### config.mk
export PLATFORM = sky130hd
export DESIGN_NAME = wtsp_clip
export DESIGN_NICKNAME = d
export VERILOG_FILES = /design/src/rtl/wtsp_pkg.sv /design/src/rtl/wtsp_clip.sv
export SDC_FILE = /design/constraint.sdc
export NUM_CORES = 1
export LEC_CHECK = 0
export ABC_AREA = 1
export CORE_AREA = 2 2 326 328
export DETAILED_ROUTE_END_ITERATION = 6
export DIE_AREA = 0 0 328 330
export DONT_BUFFER_PORTS = 1
export GPL_TIMING_DRIVEN = 0
export PLACE_DENSITY = 0.4
export SYNTH_ARGS = -nofsm -noshare
export SYNTH_HDL_FRONTEND = slang
export SYNTH_SLANG_ARGS = --single-unit
### constraint.sdc
create_clock -name i_clk -period 7.96 [get_ports i_clk]
set_input_delay 0.796 -clock i_clk [delete_from_list [all_inputs] [get_ports i_clk]]
set_output_delay 0.796 -clock i_clk [all_outputs]
set_load 0.05 [all_outputs]
### src/rtl/wtsp_pkg.sv
// shared constants and types for the world-to-screen projection block
package wtsp_pkg;

    localparam int FRAC_BITS_DEF = 16;
    // clip word width is CLIP_BASE - FRAC_BITS; a product shifted down plus two bits of growth
    localparam int CLIP_BASE = 66;
    // quotient bits needed before saturation
    localparam int QBITS = 33;

    localparam logic OP_LOAD    = 1'b0;
    localparam logic OP_PROJECT = 1'b1;

    localparam int CFG_IDX_W = 3;
    localparam logic [CFG_IDX_W-1:0] REG_VIEW_WIDTH  = 3'd0;
    localparam logic [CFG_IDX_W-1:0] REG_VIEW_HEIGHT = 3'd1;
    localparam logic [CFG_IDX_W-1:0] REG_NEAR_W      = 3'd2;
    localparam logic [CFG_IDX_W-1:0] REG_OUT_MODE    = 3'd3;
    localparam logic [CFG_IDX_W-1:0] REG_Y_BIAS      = 3'd4;

    localparam logic [13:0] VIEW_WIDTH_RST  = 14'd1920;
    localparam logic [13:0] VIEW_HEIGHT_RST = 14'd1080;
    localparam logic [30:0] NEAR_W_RST      = 31'd6554;
    localparam logic        OUT_MODE_RST    = 1'b1;
    localparam logic [31:0] Y_BIAS_RST      = 32'd1311;

    localparam logic MODE_NORM  = 1'b0;
    localparam logic MODE_PIXEL = 1'b1;

    typedef logic signed [31:0] t_q32;

endpackage

### src/rtl/wtsp_clip.sv
// clip sums for X, Y and W
module wtsp_clip
    import wtsp_pkg::*;
#(
    parameter int FRAC_BITS = FRAC_BITS_DEF
) (
    input  logic                        i_clk,
    input  logic                        i_rst_n,
    input  logic                        i_en,
    input  logic                        i_valid,
    input  logic signed [63:0]          i_prod [0:8],
    input  logic signed [31:0]          i_offs [0:2],
    output logic                        o_valid,
    output logic signed [CLIP_BASE-FRAC_BITS-1:0] o_cx,
    output logic signed [CLIP_BASE-FRAC_BITS-1:0] o_cy,
    output logic signed [CLIP_BASE-FRAC_BITS-1:0] o_cw
);

    localparam int CW = CLIP_BASE - FRAC_BITS;

    logic signed [CW-1:0] sh [0:8];
    logic signed [CW-1:0] n_c [0:2];
    logic signed [CW-1:0] r_c [0:2];
    logic                 r_valid;

    // arithmetic shift floors each product
    always_comb begin
        for (int i = 0; i < 9; i++) sh[i] = CW'(i_prod[i] >>> FRAC_BITS);
        for (int r = 0; r < 3; r++) begin
            n_c[r] = sh[3*r] + sh[3*r+1] + sh[3*r+2] + CW'(i_offs[r]);
        end
    end

    always_ff @(posedge i_clk) begin
        if (!i_rst_n) begin
            r_valid <= 1'b0;
        end else if (i_en) begin
            r_valid <= i_valid;
        end
    end

    always_ff @(posedge i_clk) begin
        if (i_en) begin
            r_c <= n_c;
        end
    end

    assign o_valid = r_valid;
    assign o_cx    = r_c[0];
    assign o_cy    = r_c[1];
    assign o_cw    = r_c[2];

endmodule

==> flow_summary_export.csv <==
group,metric,value,unit
global_route,grt_start_max_net_pins,153,
placement,place_inst,5403,
placement,io_buffer_count,0,
worst_setup_path,crit_type,"in2reg",
clock_network,cts_resized,0,
hold_path,hp-start,"i_en",
sta,hold_slack,0.411,ns
hold_path,hold_class,"in2reg",
global_route,grt_overflow,0,
sta,slew_viol_final,0,
synthesis,yosys.area.top_type_share,0.220,
routing,vias_per_cell,4.03,
worst_setup_path,cpMostUsedCell,"nand2_1",
routing,drtIter0Drc,1000,
final_layout,fin_util,0.275,
power,p_clk_frac,0.102,
worst_setup_path,crit_path_top_delay_cell,"fa_1",
clock_network,tritoncts,"yes",
final_layout,multi_input_area,16500,sq um
synthesis,seq_area_frac_synth,0.171,
synthesis,syn_nets,5126,
clock_network,clkSinkCount,151,
sta,min_period,3.92,ns
global_route,track_usage,0.170,
sta,skew,0,ns
final_layout,n_fill_cell,11900,
worst_setup_path,crit_path_end_kind,"register",
die,die_w,328,microns
routing,vias,21900,
placement,placed_area,28200,sq um
power,powerDensity,310,nW/um^2
final_layout,layout-drive-gt1-share,0.0596,
power,p_total,8.91,mW
worst_setup_path,cp.arrival,4.07,ns
global_route,antenna_found_initial,5,
die,core_area,105000,sq um
worst_setup_path,reg2reg_from,"o_valid",
sta,setup_viol,0,
global_route,grt_pass1_vias,22500,
worst_setup_path,path_cells,"inv_1 > fa_1 > inv_1 > fa_1 > ha_1 > fa_1 > nand2_1 > nand2_1 > nand3_1 > nand2_1 > nand2_1 > nand2_1 > nand2_1 > nand3_1 > nand2_1 > nand2_1",
sta,worst_slack,4.04,ns
routing,wirelength,91300,microns
outcome,status,"complete, no violations",
power,p_sw,5.41,mW
worst_setup_path,crit_start,"i_prod[17]",
synthesis,synth_area,26500,sq um
clock_network,holdBufCountCts,0,
synthesis,yosysWarnings,0,
synthesis,synth.distinct_cells,26,
clock_network,ctsHtreeMaxLevel,4,
clock_network,clockRootBuffer,"clkbuf_16",
routing,drc_errors,0,
power,peakVddDrop,0.157,mV
sta,min_period_over_period,0.492,
clock_network,cts_made_buffers,17,
flow_run,drv_cap,0,
sta,slew_headroom,0.316,
clock_network,path_clk_slew,0.07,ns
die,start_util,0.253,
final_layout,stdcell_area,28800,sq um
synthesis,ys_top_cells_by_area,"fa_1 22%, inv_1 20%, nand2_1 18%",
power,p_seq_frac,0.336,
placement,dp_slack,3.49,ns
power,p_sw_frac,0.607,
synthesis,syn_inst,4012,
routing,wl_per_cell,16.8,microns
worst_setup_path,cp_top_family,"adder cells",
synthesis,yosys.area.top_type,"fa_1",
global_route,grt_pass1_wl,136000,microns
clock_network,cts_setup_buffers,0,
final_layout,fin_cells,5437,
die,rows,119,
synthesis,synth.avg_cell_area,6.59,sq um
worst_setup_path,critPathRequiredTime,8.11,ns
placement,finalWeightedCongestion,0.894,
clock_network,insertion_delay,0.50,ns
sta,rsz0062_at_grt,"false",
worst_setup_path,cpPeakStageDelay,0.61,ns
die,design.portCount,827,
final_layout,seqCellArea,4520,sq um
power,combPwrFrac,0.563,
synthesis,ys_ff_latch,151,
final_layout,syn2layout_area_growth,8.83,%
final_layout,final_nets,5145,
sta,fmax,255,MHz
sta,tightest_slew,1.02,ns
routing,ant_nets,0,
die,chipHeight,330,microns
power,cellLeakagePower,17.1,nW
worst_setup_path,cp_max_fo,3,
clock_network,cts.path.max_buffers,2,
sta,finalSetupTns,0,ns
routing,drtPass1Iterations,5,
worst_setup_path,cp_num_buf_inv,2,
placement,hpwl,82200,microns
worst_setup_path,crit_path_start_kind,"input port",
sta,finalHoldViolCount,0,
power,internal_power,3.51,mW
die,dieArea,108000,sq um
-- path summary, 6_finish.rpt --
kind	to	slack, ns	cells after the start
max	o_cw[47]	4.04	16
min	o_cy[25]	0.41	0
max reg2reg	o_valid	6.93	2
min reg2reg	o_valid	0.81	2
-- Yosys cell counts --
master    number
inv_1       1433
nand2_1     1238
fa_1         291
nor2_1       205
edfxtp_1     150
ha_1         147
nand3_1      109
nor2_2        89
a21oi_1       85
xor2_1        78
nand2_2       61
nand4_1       28
inv_2         21
nand3_2       21
o21bai_1      12
nor3_1        11
nor3_2         7
nor4_1         6
nand3b_1       5
and2_4         4
a21o_1         3
a21oi_2        3
nor2_4         2
and2_2         1
dfxtp_1        1
o21ai_0        1
-- routing by layer --
metal,routed length [microns],track usage,up-vias
met2,41500,0.281,606
met4,1460,0.0388,0
met1,43100,0.226,9940
met5,0,0,-
met3,5190,0.0370,54
li1,-,-,11300
-- registers in the layout (all words and copies together), names as in the netlist --
signal,cells
o_cw,50
o_cx,50
o_cy,50
o_valid,1
-- cells in the final DEF (no fill, tap or decap), types with 3 or more instances in the layout --
cell	instances
a21o_1	3
a21oi_1	85
a21oi_2	3
and2_4	4
clkbuf_16	17
clkinv_2	3
edfxtp_1	150
fa_1	291
ha_1	147
inv_1	1433
inv_2	21
inv_6	5
nand2_1	1238
nand2_2	61
nand3_1	109
nand3_2	21
nand3b_1	5
nand4_1	28
nor2_1	205
nor2_2	89
nor3_1	11
nor3_2	7
nor4_1	6
o21bai_1	12
xor2_1	78
-- area by class of cell --
cell class	count	share of cell area
Antenna cell	2	0.000174
Sequential cell	151	0.157
Multi-Input combinational cell	2407	0.572
Inverter	1454	0.190
Clock inverter	15	0.00574
Tap cell	1391	0.0605
Clock buffer	17	0.0148
-- power groups by stage --
stage | sequential [mW] | clock, mW | combinational (mW)
2_1_floorplan | 2.81 | 0 | 3.45
3_3_place_gp | 3.03 | 0 | 5.05
3_5_place_dp | 3.01 | 0 | 5.05
4_1_cts | 3.01 | 0.957 | 5.09
5_1_grt | 3.03 | 0.975 | 5.73
6_report | 2.99 | 0.908 | 5.01
-- logic make-up after synthesis --
kind of cell,after synthesis,synth area share
and+or+nand+nor,1787,0.285
buffers and inverters,1454,0.206
adders and majority gates,438,0.290
DFF,151,0.171
AOI/OAI and AO/OA,104,0.0215
xor gates and xnor gates,78,0.0258
(Power assumes the default switching activity.)
