## src/rtl/wtsp_pkg.sv

```systemverilog
// shared constants and types for the world-to-screen projection block
package wtsp_pkg;

    localparam int FRAC_BITS_DEF = 16;
    // clip word width is CLIP_BASE - FRAC_BITS; a product shifted down plus two bits of growth
    localparam int CLIP_BASE = 66;
    // quotient bits needed before saturation
    localparam int QBITS = 33;

    localparam logic OP_LOAD    = 1'b0;
    localparam logic OP_PROJECT = 1'b1;

    localparam int CFG_IDX_W = 3;
    localparam logic [CFG_IDX_W-1:0] REG_VIEW_WIDTH  = 3'd0;
    localparam logic [CFG_IDX_W-1:0] REG_VIEW_HEIGHT = 3'd1;
    localparam logic [CFG_IDX_W-1:0] REG_NEAR_W      = 3'd2;
    localparam logic [CFG_IDX_W-1:0] REG_OUT_MODE    = 3'd3;
    localparam logic [CFG_IDX_W-1:0] REG_Y_BIAS      = 3'd4;

    localparam logic [13:0] VIEW_WIDTH_RST  = 14'd1920;
    localparam logic [13:0] VIEW_HEIGHT_RST = 14'd1080;
    localparam logic [30:0] NEAR_W_RST      = 31'd6554;
    localparam logic        OUT_MODE_RST    = 1'b1;
    localparam logic [31:0] Y_BIAS_RST      = 32'd1311;

    localparam logic MODE_NORM  = 1'b0;
    localparam logic MODE_PIXEL = 1'b1;

    typedef logic signed [31:0] t_q32;

endpackage

```

## src/rtl/wtsp_viewport.sv

```systemverilog
// viewport scaling or y bias, product stage then sum and saturate
module wtsp_viewport
    import wtsp_pkg::*;
#(
    parameter int FRAC_BITS = FRAC_BITS_DEF
) (
    input  logic               i_clk,
    input  logic               i_en,
    input  t_q32               i_nx,
    input  t_q32               i_ny,
    input  logic [13:0]        i_view_width,
    input  logic [13:0]        i_view_height,
    input  logic               i_mode,
    input  logic signed [31:0] i_y_bias,
    output t_q32               o_sx,
    output t_q32               o_sy
);

    localparam int VW = 50;

    logic signed [47:0] r_px;
    logic signed [47:0] r_py;
    t_q32               r_nx;
    t_q32               r_ny;
    logic signed [15:0] kx;
    logic signed [15:0] ky;
    logic signed [VW-1:0] sum_x;
    logic signed [VW-1:0] sum_y;
    logic signed [VW-1:0] half_x;
    logic signed [VW-1:0] half_y;
    logic signed [32:0]   by;

    function automatic t_q32 sat32(input logic signed [VW-1:0] v);
        if (v > VW'(64'sh7FFF_FFFF))       sat32 = t_q32'(32'h7FFF_FFFF);
        else if (v < -VW'(64'sh8000_0000)) sat32 = t_q32'(32'h8000_0000);
        else                                sat32 = t_q32'(v[31:0]);
    endfunction

    // (w + 2) * nx and (2 - h) * ny
    assign kx = 16'(i_view_width) + 16'sd2;
    assign ky = 16'sd2 - 16'(i_view_height);

    always_ff @(posedge i_clk) begin
        if (i_en) begin
            r_px <= kx * i_nx;
            r_py <= ky * i_ny;
            r_nx <= i_nx;
            r_ny <= i_ny;
        end
    end

    always_comb begin
        sum_x  = VW'(r_px) + $signed(VW'({i_view_width, FRAC_BITS'(0)}));
        sum_y  = VW'(r_py) + $signed(VW'({i_view_height, FRAC_BITS'(0)}));
        half_x = sum_x >>> 1;
        half_y = sum_y >>> 1;
        by     = 33'(r_ny) + 33'(i_y_bias);
        if (i_mode == MODE_PIXEL) begin
            o_sx = sat32(half_x);
            o_sy = sat32(half_y);
        end else begin
            o_sx = r_nx;
            o_sy = sat32(VW'(by));
        end
    end

endmodule

```

## config.mk

```make
export PLATFORM = sky130hd
export DESIGN_NAME = wtsp_viewport
export DESIGN_NICKNAME = d
export VERILOG_FILES = /design/src/rtl/wtsp_pkg.sv /design/src/rtl/wtsp_viewport.sv
export SDC_FILE = /design/constraint.sdc
export NUM_CORES = 2
export LEC_CHECK = 0
export BUFFER_PORTS_ARGS = -buffer_cell sky130_fd_sc_hd__buf_4
export CELL_PAD_IN_SITES_DETAIL_PLACEMENT = 1
export CELL_PAD_IN_SITES_GLOBAL_PLACEMENT = 2
export CORE_MARGIN = 2
export CORE_UTILIZATION = 45
export CTS_CLUSTER_SIZE = 30
export DETAILED_ROUTE_END_ITERATION = 10
export GPL_ROUTABILITY_DRIVEN = 0
export GPL_TIMING_DRIVEN = 0
export HOLD_SLACK_MARGIN = 0.1
export PLACE_DENSITY = 0.88
export SLEW_MARGIN = 30
export SYNTH_ARGS = -nofsm -noshare
export SYNTH_HDL_FRONTEND = slang
export SYNTH_SLANG_ARGS = --single-unit
```

## constraint.sdc

```tcl
create_clock -name i_clk -period 24.3 [get_ports i_clk]
set_clock_uncertainty 0.05 [all_clocks]
set_input_delay 3.645 -clock i_clk [delete_from_list [all_inputs] [get_ports i_clk]]
set_output_delay 3.645 -clock i_clk [all_outputs]
set_load 0.01 [all_outputs]
```

==> flow_results.org <==
** Run status
- The flow ran to the end, and the final reports show no timing, DRC or antenna violations.

** STA
- RSZ-0062 raised after global routing :: no
- Counting I/O delays and the setup requirement, the final critical path takes roughly 13000 ps.
- The final-report hold violation count came to 0.
- In this run the tightest slew margin relative to its limit is 0.326.
- Adding up every negative setup slack in the final design gives 0 ps.
- Slew at the pin closest to its max-slew limit :: roughly 1000 ps
- The final count of pins violating max slew is 0.
- Of the available clock period, the critical path in the final layout requires 0.546.
- Static timing analysis puts the maximum clock frequency at 75.4 MHz.
- Finish-stage setup viols :: 0

** Final layout
- The final layout contains between 6000 and 7000 nets.
- Sequential cell area :: 4710 µm²
- In the final layout, the multi-input gates occupy between 30000 and 40000 µm².
- Filler cells :: 11087
- Layout overhead on the synthesized area :: 8.92%
- Share of cells above drive strength 1 :: 0.0539

** Job
- MaxCap Viol Count :: 0

** Setup path
- Slowest cell on crit path :: clkbuf_1
- Among the stages of the critical path, the cell type that occurs most often is fa_1.
- Required time at the worst-slack endpoint :: 24520 ps
- STA classifies the critical path startpoint as an input port.
- For the worst setup path, the data arrival time is between 10000 and 15000 ps.
- Counting both buffers and inverters, the worst setup path holds a total of 8.
- Largest delay share family, worst path :: adder cells
- For this run, the slowest stage of the critical path takes around 600 ps.
- In this run the number of cells on the critical path is 30.
- Biggest fanout along the worst timing path :: 10
- Type of the worst setup path :: in2reg
- Nature of the critical path endpoint :: flop

** Clocking
- Once the clock tree was built, the setup fixing pass inserted 0 buffers.
- The longest clock path from root to sink contains 2 buffers.
- Counting every sink on the clock net gives approximately 160.
- Root Buffer Master :: clkbuf_16
- Register clock-pin slew on the reported worst setup and hold paths :: approximately 80 ps
- The H-tree was split into 4 levels.
- In this run, CTS created clock tree buffers numbering 17.
- TritonCTS built the clock tree.
- Post-CTS repair changed the size of 0 cells.
- In this run, post-CTS hold repair placed 0 buffers.

** Placement
- The HPWL after detailed placement is around 120000 µm.
- During placement, the flow inserted port buffers numbering 190.

** Yosys
- After synthesis, the largest family of logic cells by area is adder cells.
- For this run, the register share of the synthesized area comes to 0.111.
- Fraction of the mapped netlist area in adder cells :: 0.508
- Of the total synthesized cell area, the portion taken by XOR and XNOR cells is 0.0380.
- The most used flip-flop cell after synthesis is edfxtp_1.
- After synthesis, the mean cell area works out to 9.07 µm².
- Simple-gate portion of the synthesized area :: 0.147
- Counting flops with an async set or reset pin after synthesis yields a share of 0.
- Post-synthesis register bit count :: ~160
- Synth Cell Area :: 42600 µm²
- The post-synthesis compound-gate area fraction was 0.0829.
- Count of flip-flops with a built-in enable after synthesis :: roughly 160
- During synthesis, Yosys emitted a total of 0 warnings.
- The cell count after synthesis came out at approximately 4700.
- Unique masters post-synth :: between 70 and 80
- Multiplexer share of the synthesized area :: 0.000499
- Net count after synthesis :: 6023

** Detailed routing
- Total detailed-routing wirelength :: 147000 µm
- Count of nets left with antenna violations after detail routing :: 0
- The detailed router finished its first iteration with around 2000 violations.
- DR DRC count :: 0
- Number of optimization iterations in the first detailed-route pass :: 6
- Routed length per instance :: approximately 24 µm
- Total number of vias :: between 30000 and 40000
- Post-DR vias/cell :: roughly 5.4

** Floorplanning
- The initialized floorplan defines between 100 and 150 standard-cell rows.
- Height of the die :: approximately 310 µm
- Effective utilization at floorplan :: 0.456
- Die W :: roughly 310 µm
- Pin placement for this block handled 191 I/O pins.
- The total area inside the core boundary comes to about 94000 µm².
- Total Die Area :: just under 100000 µm²

** Worst hold path
- Worst min-delay path category :: in2reg
- Cell count of the worst hold path :: 1
- WHS Endpoint :: r_nx[23]
- Hold wc startpoint :: i_en

** Global route
- Antenna violations before repair :: 4
- After global routing the overflow that remains totals 0.
- Global Route Usage Sum :: 0.311
- Entering global routing, the biggest net connects 80 pins.
- The first global-routing pass estimated ~230000 µm of wire.
- Via count of the first global-routing pass :: roughly 38000
==> state kept, by name, summed over array words and instances (netlist names) <==
name and cells:
r_px 47, r_py 46, r_ny 32, r_nx 32
==> per-layer routing <==
metal | track usage | part of all wire | up-vias
met5 | 0 | 0.000068 | -
met4 | 0.143 | 0.053 | 2
met3 | 0.0367 | 0.051 | 284
met2 | 0.539 | 0.49 | 995
met1 | 0.389 | 0.40 | 17621
li1 | - | - | 14724
==> cells by family (layout without fill, tap and decap cells) <==
kind of cell               count (synthesis)  after routing
other                                      0              2
muxes                                      2              2
adders and majority gates               1192           1192
AOI/OAI and AO/OA                        546            546
xor gates and xnor gates                 185            185
DFF                                      157            157
and+or+nand+nor                         1343           1343
buffers and inverters                   1279           1507
==> cell usage in the layout, fill, tap and decap left out, drive strengths merged, types with 33 or more instances in the layout <==
| cell type | netlist | final |
|---|---|---|
| nand3 | 47 | 47 |
| and2 | 230 | 230 |
| a21oi | 206 | 206 |
| xnor2 | 134 | 134 |
| clkbuf | 178 | 195 |
| nand2 | 733 | 733 |
| nor2b | 66 | 66 |
| inv | 1089 | 1099 |
| xor2 | 51 | 51 |
| nand2b | 67 | 67 |
| nor2 | 105 | 105 |
| a221o | 33 | 33 |
| edfxtp | 157 | 157 |
| ha | 292 | 292 |
| o21ai | 79 | 79 |
| a21o | 74 | 74 |
| fa | 900 | 900 |
| buf | 11 | 207 |
==> synthesized netlist by cell type (4+ instances only) <==
master	n	area, µm²
a311oi_1	4	35.0
a41oi_1	4	35.0
ha_1	292	3650
a21oi_1	205	1030
nor2b_1	66	413
a211oi_1	15	113
o211ai_1	9	67.6
o21a_1	25	188
nand4_1	18	113
or3_1	10	62.6
xnor2_1	134	1170
o21ai_1	27	135
or2_1	4	25.0
edfxtp_1	157	4710
o31ai_1	11	82.6
nand3_1	46	230
and4_1	6	52.6
fa_1	900	18000
a2111oi_0	6	52.6
xor2_1	51	447
nand2b_1	67	419
a221oi_1	4	35.0
o21ai_0	52	260
nand2_1	733	2750
a221o_1	33	330
nor3_1	16	80.1
a21o_1	74	556
buf_2	8	40.0
a31oi_1	17	106
clkbuf_1	178	668
and2_1	230	1440
o22ai_1	4	25.0
or2_2	4	25.0
nor4_1	8	50.1
and3_1	21	131
o21bai_1	13	97.6
inv_1	1089	4090
nor2_1	105	394
==> per-stage QoR <==
step	instance area, µm²	setup WS (ps)	hold slack (ps)	cells	util
2_1_floorplan	42600	13070	3690	4704	-
3_3_place_gp	45600	9950	3860	6148	0.488
3_5_place_dp	45900	10590	3810	6154	0.490
4_1_cts	46400	11160	3250	6186	0.496
5_1_grt	46400	10750	3270	6186	0.496
6_report	46400	11040	3290	6188	0.496
==> layout make-up <==
| type | instances | share of cell area |
|---|---|---|
| clock inverters | 15 | 0.00364 |
| repair buffers | 196 | 0.0328 |
| plain buffers | 189 | 0.0157 |
| well taps | 1254 | 0.0338 |
| clock buffers | 17 | 0.00916 |
| flip-flops and latches | 157 | 0.101 |
| multi-input cells | 3268 | 0.715 |
| inverters | 1090 | 0.0881 |
| diodes | 2 | 0.000108 |
==> worst max path at each step <==
stage	startpoint	endpoint	slack, ps
floorplan	i_view_height[0]	r_py[45]	13070
global placement	i_view_width[1]	r_px[46]	9950
detailed placement	i_view_width[1]	r_px[47]	10590
finish	i_view_width[1]	r_px[47]	11040
CTS	i_view_width[1]	r_px[47]	11160
global route	i_view_height[0]	r_py[45]	10750
Power is left out: the tool's default activity adds up to more than one toggle a clock period on the data nets, which glitch-free logic cannot reach.
